`config.mk`:
```
export PLATFORM = sky130hd
export DESIGN_NAME = tsrt_walk_seq
export DESIGN_NICKNAME = d
export VERILOG_FILES = /design/src/rtl/tsrt_pkg.sv /design/src/rtl/tsrt_walk_seq.sv
export SDC_FILE = /design/constraint.sdc
export NUM_CORES = 1
export LEC_CHECK = 0
export BUFFER_PORTS_ARGS = -buffer_cell sky130_fd_sc_hd__clkbuf_2
export CAP_MARGIN = 10
export CORE_MARGIN = 2
export CORE_UTILIZATION = 48
export CTS_CLUSTER_DIAMETER = 150
export DETAILED_ROUTE_END_ITERATION = 8
export PLACE_DENSITY_LB_ADDON = 0.05
export RECOVER_POWER = 100
export SETUP_SLACK_MARGIN = 0.1
export SKIP_LAST_GASP = 1
export SYNTH_ARGS = -nofsm -noshare
export SYNTH_HDL_FRONTEND = slang
export SYNTH_SLANG_ARGS = --single-unit
```
`constraint.sdc`:
```
create_clock -name clk -period 2.25 [get_ports clk]
set_input_delay 0.225 -clock clk [delete_from_list [all_inputs] [get_ports clk]]
set_output_delay 0.225 -clock clk [all_outputs]
set_load 0.02 [all_outputs]
```
`src/rtl/tsrt_pkg.sv`:
```
// Shared constants, codes and types for the transfer slot ring tracker.
package tsrt_pkg;

    // Ring geometry and field widths.
    localparam int unsigned SLOTS      = 1024;
    localparam int unsigned SLOT_BYTES = 16384;
    localparam int unsigned IDX_W      = 10;
    localparam int unsigned LEN_W      = 15;
    localparam int unsigned CNT_W      = 25;
    localparam int unsigned KIND_W     = 2;

    // One memory entry holds the pending mark above the stored length.
    localparam int unsigned ENTRY_W    = LEN_W + 1;

    // Sized forms of the geometry constants.
    localparam logic [IDX_W:0]     SLOTS_L      = (IDX_W + 1)'(SLOTS);
    localparam logic [IDX_W-1:0]   LAST_SLOT_L  = IDX_W'(SLOTS - 1);
    localparam logic [LEN_W-1:0]   SLOT_BYTES_L = LEN_W'(SLOT_BYTES);

    // Input item kinds carried on tuser.
    localparam logic [KIND_W-1:0] KIND_RESERVE  = 2'd0;
    localparam logic [KIND_W-1:0] KIND_COMPLETE = 2'd1;
    localparam logic [KIND_W-1:0] KIND_READ     = 2'd2;

    // Read walk sequencer states.
    typedef enum logic [1:0] {
        WALK_IDLE,
        WALK_REQ,
        WALK_CHK,
        WALK_DONE
    } walk_state_t;

    // Outcome of a read walk, handed from the sequencer to the top level.
    typedef struct packed {
        logic             done;
        logic [IDX_W-1:0] next_pop;
        logic [CNT_W-1:0] count;
    } walk_res_t;

endpackage

```
`src/rtl/tsrt_walk_seq.sv`:
```
// Read walk sequencer: steps through slots with one shared byte adder.
module tsrt_walk_seq (
    input  logic                              clk,
    input  logic                              rst_n,
    input  logic                              start,
    input  logic [tsrt_pkg::IDX_W-1:0]        start_idx,
    input  logic [tsrt_pkg::IDX_W-1:0]        push_ptr,
    input  logic [tsrt_pkg::ENTRY_W-1:0]      rd_data,
    input  logic                              done_ack,
    output logic                              rd_en,
    output logic [tsrt_pkg::IDX_W-1:0]        rd_addr,
    output logic                              busy,
    output tsrt_pkg::walk_res_t               res
);

    tsrt_pkg::walk_state_t           state_reg, state_next;
    logic [tsrt_pkg::IDX_W:0]        idx_reg, idx_next;
    logic [tsrt_pkg::CNT_W-1:0]      acc_reg, acc_next;

    logic                            at_end;
    logic                            entry_pending;
    logic [tsrt_pkg::LEN_W-1:0]      entry_len;
    logic                            entry_full;
    logic [tsrt_pkg::LEN_W-1:0]      add_b;
    logic [tsrt_pkg::CNT_W-1:0]      sum;
    logic [tsrt_pkg::IDX_W:0]        idx_inc;
    logic                            walk_done;

    // Decode the slot entry and the walk limits.
    assign at_end        = (idx_reg == tsrt_pkg::SLOTS_L) ||
                           (idx_reg[tsrt_pkg::IDX_W-1:0] == push_ptr);
    assign entry_pending = rd_data[tsrt_pkg::ENTRY_W-1];
    assign entry_len     = rd_data[tsrt_pkg::LEN_W-1:0];
    assign entry_full    = (entry_len >= tsrt_pkg::SLOT_BYTES_L);

    // Shared adder: a full slot adds the slot size, a short one its length.
    assign add_b   = entry_full ? tsrt_pkg::SLOT_BYTES_L : entry_len;
    assign sum     = acc_reg + tsrt_pkg::CNT_W'(add_b);
    assign idx_inc = idx_reg + (tsrt_pkg::IDX_W + 1)'(1);

    // Next state and datapath.
    always_comb
    begin
        state_next = state_reg;
        idx_next   = idx_reg;
        acc_next   = acc_reg;
        unique case (state_reg)
            tsrt_pkg::WALK_IDLE:
            begin
                if (start)
                begin
                    idx_next   = {1'b0, start_idx};
                    acc_next   = '0;
                    state_next = tsrt_pkg::WALK_REQ;
                end
            end
            tsrt_pkg::WALK_REQ:
            begin
                state_next = at_end ? tsrt_pkg::WALK_DONE : tsrt_pkg::WALK_CHK;
            end
            tsrt_pkg::WALK_CHK:
            begin
                if (entry_pending)
                begin
                    state_next = tsrt_pkg::WALK_DONE;
                end
                else
                begin
                    acc_next   = sum;
                    idx_next   = idx_inc;
                    state_next = entry_full ? tsrt_pkg::WALK_REQ : tsrt_pkg::WALK_DONE;
                end
            end
            tsrt_pkg::WALK_DONE:
            begin
                if (done_ack)
                begin
                    state_next = tsrt_pkg::WALK_IDLE;
                end
            end
            default:
            begin
                state_next = tsrt_pkg::WALK_IDLE;
            end
        endcase
    end

    // Outputs decoded from the state.
    always_comb
    begin
        rd_en     = 1'b0;
        busy      = 1'b1;
        walk_done = 1'b0;
        unique case (state_reg)
            tsrt_pkg::WALK_IDLE: busy      = 1'b0;
            tsrt_pkg::WALK_REQ:  rd_en     = !at_end;
            tsrt_pkg::WALK_CHK:  rd_en     = 1'b0;
            tsrt_pkg::WALK_DONE: walk_done = 1'b1;
            default:             busy      = 1'b0;
        endcase
    end

    assign rd_addr      = idx_reg[tsrt_pkg::IDX_W-1:0];
    assign res.done     = walk_done;
    assign res.count    = acc_reg;
    assign res.next_pop = (idx_reg == tsrt_pkg::SLOTS_L) ? '0 : idx_reg[tsrt_pkg::IDX_W-1:0];

    // Sequencer registers.
    always_ff @(posedge clk or negedge rst_n)
    begin
        if (!rst_n)
        begin
            state_reg <= tsrt_pkg::WALK_IDLE;
            idx_reg   <= '0;
            acc_reg   <= '0;
        end
        else
        begin
            state_reg <= state_next;
            idx_reg   <= idx_next;
            acc_reg   <= acc_next;
        end
    end

    // A memory read is always followed by the check of its data.
    assert property (@(posedge clk) disable iff (!rst_n)
        rd_en |=> state_reg == tsrt_pkg::WALK_CHK)
        else $error("read issued without a following check");

    // The check state only ever looks at data that was just read.
    assert property (@(posedge clk) disable iff (!rst_n)
        state_reg == tsrt_pkg::WALK_CHK |-> $past(rd_en))
        else $error("slot check without a preceding read");

    // A finished walk holds its result until the top level takes it.
    assert property (@(posedge clk) disable iff (!rst_n)
        res.done && !done_ack |=> res.done && $stable(res.count) && $stable(res.next_pop))
        else $error("walk result changed before it was taken");

    // The walk never runs past the ring end.
    assert property (@(posedge clk) disable iff (!rst_n)
        idx_reg <= tsrt_pkg::SLOTS_L)
        else $error("walk index beyond ring end");

endmodule

```
Yosys cells after proc, flatten, opt, wreduce, memory -nomap -nowiden
Cells that the tools add are included.
{"block": "classes", "muxes": 17, "magnitude_cmp": 1, "n_reduce_logical": 6, "addsub": 2, "n_eq_ne": 8}
{"cell": "two-way mux 25 bit", "n": 2}
{"cell": "case mux 25 bit (2 select lines)", "n": 1}
{"cell": "adder 25 x 15 -> 25 bit", "n": 1}
{"cell": "two-way mux 11 bit", "n": 2}
{"cell": "case mux 11 bit (2 select lines)", "n": 1}
{"cell": ">= comparator 15 bit, second input constant", "n": 1}
{"cell": "two-way mux 15 bit", "n": 1}
{"cell": "adder 11 x 1 -> 11 bit, second input constant", "n": 1}
{"cell": "equality test 11 bit, second input constant", "n": 1}
{"cell": "equality test 10 bit", "n": 1}
{"cell": "two-way mux 10 bit", "n": 1}
{"cell": "two-way mux 2 bit", "n": 4}
{"cell": "case mux 2 bit (4 select lines)", "n": 1}
{"cell": "!= test 2 bit, second input constant", "n": 3}
{"cell": "equality test 2 bit, second input constant", "n": 2}
{"cell": "two-way mux 1 bit", "n": 4}
{"cell": "AND reduction 3 bit", "n": 1}
{"cell": "equality test 2 x 1 -> 1 bit, second input constant", "n": 1}
{"cell": "zero test 2 bit", "n": 1}
{"cell": "AND reduction 2 bit", "n": 1}
{"cell": "nonzero test 2 bit", "n": 1}
{"cell": "zero test 1 bit", "n": 1}
{"cell": "logical OR 1 bit", "n": 1}
{"block": "totals", "regBits": 38, "elab_cells": 37, "in_bits": 40, "out_inout_bits": 48}

Depth between registers and ports, before layout
{"block": "logic_depth", "depth_word": 5, "mapped_depth": 10, "depth_no_buf": 10}

Worst setup path after synthesis
OpenSTA, ideal clock, no wires.
{"block": "synth_timing", "path_kind": "register to register", "startpoint": "register acc_reg[0] (netlist name)", "endpoint": "register acc_reg[24] (netlist name)", "slack_ps": -93, "setup_time_ps": 78, "arrival_ps": 2265, "stages_incl_launch_ff": 10, "n_path_buf": 0, "t_required_ps": 2172, "cell_sequence": "dfrtp_1 -> ha_1 -> inv_1 -> fa_1 -> nand2b_1 -> a21o_1 -> a21oi_1 -> o21ai_1 -> or3_1 -> a21oi_1"}
{"block": "synth_between", "elab_chain_len": 3}
{"item": "from (decl)", "line": "tsrt_walk_seq.sv:18", "source": "logic [tsrt_pkg::CNT_W-1:0] acc_reg, acc_next;"}
{"item": "from (signal assigned)", "line": "tsrt_walk_seq.sv:121", "source": "acc_reg <= acc_next;"}
{"item": "adder 25 x 15 -> 25 bit", "line": "tsrt_walk_seq.sv:38", "source": "assign sum = acc_reg + tsrt_pkg::CNT_W'(add_b);"}
{"item": "two-way mux 25 bit", "line": "tsrt_walk_seq.sv:63", "source": "if (entry_pending)"}
{"item": "case mux 25 bit (2 select lines)", "line": "tsrt_walk_seq.sv:47", "source": "unique case (state_reg)"}
Every way passes these cells. The select of a mux whose other input is x is not followed.
A chain may end at the register's enable or synchronous reset.

Final worst setup path
{"block": "layout_timing", "startpoint": "register acc_reg[3] (netlist name)", "endpoint": "register acc_reg[18] (netlist name)"}
Same word-level chain as after synthesis.

==> results list <==
- The run finished with clean final reports.
- Adding up every negative setup slack in the final design gives 0 ps.
- In this run the horizontal extent of the chip is 83.9 um.
- Share of flip-flops with an asynchronous set or reset: 100%
- Power spread over the standard cell area amounts to 1150 nW/um2.
- Before antenna repair, the detailed router went through 4 iterations.
- Setup Viol. Count Final: 0
* Post-route ant nets: 0
* WL met2: slightly above 4 mm
* Wire length of the first global-routing pass: approximately 14 mm
- For the worst-skew pair, the clock arrives at the later sink with an insertion delay of 290 ps.
* Launching element type of the critical path: flop
- Total leakage power: 1.86 nW
- Sequential cell area fraction in the yosys report: between 30 and 40%
* Maximum fanout along the worst path: 3
* Critical path capture point: acc_reg[18]
* Post-Syn Nets: between 400 and 500
* Number of enable flip-flop cells after synthesis: 0
- The number of slew-limit violations in the final report came to 0.
* Core area: 6280 um2
- Mean routed wirelength per cell: 15.3 um
- After layout, the minimum clock period comes to about 2100 ps.
- Pin count of the biggest net entering global routing: 39
- Worst Path Class, Setup: flop to flop
- Clock slew seen by the registers of the worst setup and hold paths: around 80 ps
* Worst relative slew slack: ~35%
- Routed metal-1 wire length: about 3.7 mm
- Via count of the first global-routing pass: just over 3000
- For this design the top-level I/O count stands at slightly below 90.
- The final layout contains routed wiring with a total length of about 8.3 mm.
- At the worst endpoint, the required time is 2440 ps.
- Cell type with the highest aggregate area in the netlist: sky130_fd_sc_hd__dfrtp_1
- Syn Inst Count: 363
- Final Skew: 7.84 ps
* All-Layer GR Usage: 24.3%
- IO buf count: 87
- Top post-synthesis cells by area: sky130_fd_sc_hd__dfrtp_1 (31%), sky130_fd_sc_hd__ha_1 (6.9%), sky130_fd_sc_hd__a21oi_1 (5.4%), sky130_fd_sc_hd__xnor2_1 (4.6%), sky130_fd_sc_hd__o21ai_0 (3.6%)
- In this run the vertical extent of the chip is approximately 84 um.
* Number of antenna violations at the first check in global routing: 0
- Final net count: between 500 and 600
- The floorplan has 29 rows.
- For the pin with the worst max-slew slack, the measured transition is 982 ps.
* Hold Violations, Final: 0
- For this run, the top clock speed supported by timing is ~0.47 GHz.
* Worst-case register-to-register setup slack: roughly 120 ps
- At the end of routability-driven placement, the weighted congestion stood at around 0.87.
* Sum of met3 wire segment lengths after detailed routing: approximately 430 um
* Effective utilization at floorplan: 48.8%
* Power, Total: 4.53 mW
- Area growth from synthesis to layout: 29.0%
* Vias per inst: between 5 and 6
- VDD sags by at most ~0.64 mV.
- The worst setup path is captured at a flop.
- Averaged over all synthesized cells, the footprint is 8.44 um2.
* Count of max-cap constraint violations: 0
- The register with the most flip-flops in the layout has 25 of them.
* Overall die area: around 7000 um2
* Arrival time of the worst setup path: around 2300 ps
* Clock root buffer: sky130_fd_sc_hd__clkbuf_8
- In this run the critical register-to-register path is captured at acc_reg[18].
- Cells with a size suffix above 1 make up 26.0% of the layout.
- Vias after detailed routing: roughly 3100
- The H-tree was split into 2 levels.
* DR iter-0 viols: 75
- DR DRC count: 0
* Highest metal layer used by the detailed router: met4
- The total overflow left after global routing is 0.
- Post-synthesis cell area: between 3000 and 4000 um2
- Counting cells, the worst reg-to-reg path comes to 9.
- The synthesized design contains 38 register bits.
- Worst min-delay path class: input pin to flop
- In the synthesized netlist the dominant register cell turns out to be sky130_fd_sc_hd__dfrtp_1.
- Worst setup path startpoint: acc_reg[3]
* Share of the cycle needed by the critical path after routing: a little over nine tenths
- Estimated wirelength of the detail-placed design: roughly 6.2 mm
* Max clock buf depth: 2
* Total CTS buffers: 5
- Unrepaired setup endpoints after global routing: yes
* Number of different library cells in the post-synthesis netlist: 56
- TritonCTS built the clock tree.
* Launch point of the worst reg-to-reg path: acc_reg[3]
- After synthesis, the largest area contributor takes up between 30% and 40% of total cell area.
- During synthesis, Yosys emitted a total of 0 warnings.
* Final antenna diode count: 0
- The clock net in this run drives a total of 38 sinks.
==> logic make-up after synthesis <==
kind of cell / synth area share (%)
buffers and inverters: 7.76
AO/OA/AOI/OAI: 24.2
multiplexers: 0.327
AND/OR/NAND/NOR: 21.4
flip-flops: 31.0
XOR/XNOR: 7.72
adder cells (fa/ha/maj): 7.59
==> power breakdown <==
part | total (mW) | internal, mW | leakage [nW] | switching [mW]
Combinational | 2.59 | 1.05 | 1.31 | 1.54
Clock | 0.731 | 0.473 | 0.0714 | 0.258
Sequential | 1.21 | 0.897 | 0.488 | 0.311
Total | 4.53 | 2.42 | 1.86 | 2.11
==> worst max-delay path, stage by stage (launching register included) <==
cell and delay [ps]:
sky130_fd_sc_hd__dfrtp_1 410, sky130_fd_sc_hd__ha_1 320, sky130_fd_sc_hd__clkbuf_1 140, sky130_fd_sc_hd__o211ai_1 280
sky130_fd_sc_hd__a21o_1 190, sky130_fd_sc_hd__nand2b_1 110, sky130_fd_sc_hd__a31oi_2 270, sky130_fd_sc_hd__buf_4 160
sky130_fd_sc_hd__a32oi_1 50, sky130_fd_sc_hd__o211ai_1 120
==> area by class of cell <==
type,instances,area (um2)
well taps,77,96.3
flip-flops and latches,38,953
repair buffers,135,737
fillers,592,2330
clock inverters,2,60.1
clock buffers,6,82.6
inverters,10,37.5
multi-input cells,278,1980
==> cell usage after synthesis (all sizes together) (9+ instances only) <==
master	number
dfrtp	38
a21oi	33
nand2	26
o21ai	24
clkbuf	22
nor2	22
ha	17
xnor2	16
buf	15
nand3	14
nor2b	13
xor2	11
a22o	10
and3	10
inv	10
a31oi	9
==> what timing repair did <==
action,in CTS,in global routing
gates cloned,0,0
hold buffers,1,0
hold endpoints to repair,14,0
gates resized for setup,6,15
pin swaps,3,10
setup endpoints to repair,11,16
buffers inserted,2,2
==> stage by stage <==
stage	utilization (%)	cell area [um2]	setup WS, ps	hold slack, ps	cells
CTS	63.0	3960	112	106	544
detailed placement	59.9	3760	-145	317	533
global placement	59.9	3760	-70.9	317	533
finish	62.9	3950	115	118	546
floorplan	-	3090	94.0	-70.6	363
global route	62.9	3950	-8.70	116	546
==> cell usage in the layout, fill, tap and decap left out, types with 5 or more instances in the layout <==
master	n
sky130_fd_sc_hd__and3_1	10
sky130_fd_sc_hd__xor2_1	11
sky130_fd_sc_hd__clkbuf_2	46
sky130_fd_sc_hd__a22o_1	10
sky130_fd_sc_hd__a21oi_1	30
sky130_fd_sc_hd__nand2_1	26
sky130_fd_sc_hd__ha_1	12
sky130_fd_sc_hd__nor2b_1	13
sky130_fd_sc_hd__nand3_1	14
sky130_fd_sc_hd__or3_1	5
sky130_fd_sc_hd__nand2b_1	5
sky130_fd_sc_hd__clkbuf_8	6
sky130_fd_sc_hd__clkbuf_1	47
sky130_fd_sc_hd__ha_4	5
sky130_fd_sc_hd__nor2_1	22
sky130_fd_sc_hd__inv_1	9
sky130_fd_sc_hd__o211ai_1	6
sky130_fd_sc_hd__a21o_1	5
sky130_fd_sc_hd__o21ai_0	19
sky130_fd_sc_hd__dfrtp_1	36
sky130_fd_sc_hd__a31oi_1	8
sky130_fd_sc_hd__xnor2_1	16
sky130_fd_sc_hd__buf_4	40
==> per-layer routing <==
| metal | track usage (%) | vias to the layer above |
|---|---|---|
| met5 | 0 | - |
| met4 | 5.87 | 0 |
| met3 | 4.45 | 10 |
| met2 | 42.0 | 82 |
| met1 | 31.5 | 1454 |
| li1 | - | 1514 |
==> worst min path at each step <==
| stage | startpoint | to | slack (ps) | depth (start not counted) |
|---|---|---|---|---|
| after floorplan | rst_n | acc_reg[0] | -70 | 0 |
| after global placement | rst_n | acc_reg[1] | 320 | 2 |
| after detailed placement | rst_n | acc_reg[1] | 320 | 2 |
| after CTS | done_ack | state_reg[1] | 110 | 2 |
| after global routing | done_ack | state_reg[1] | 120 | 2 |
| final | done_ack | state_reg[1] | 120 | 2 |
Note: power is estimated with default switching activity, not from simulation.
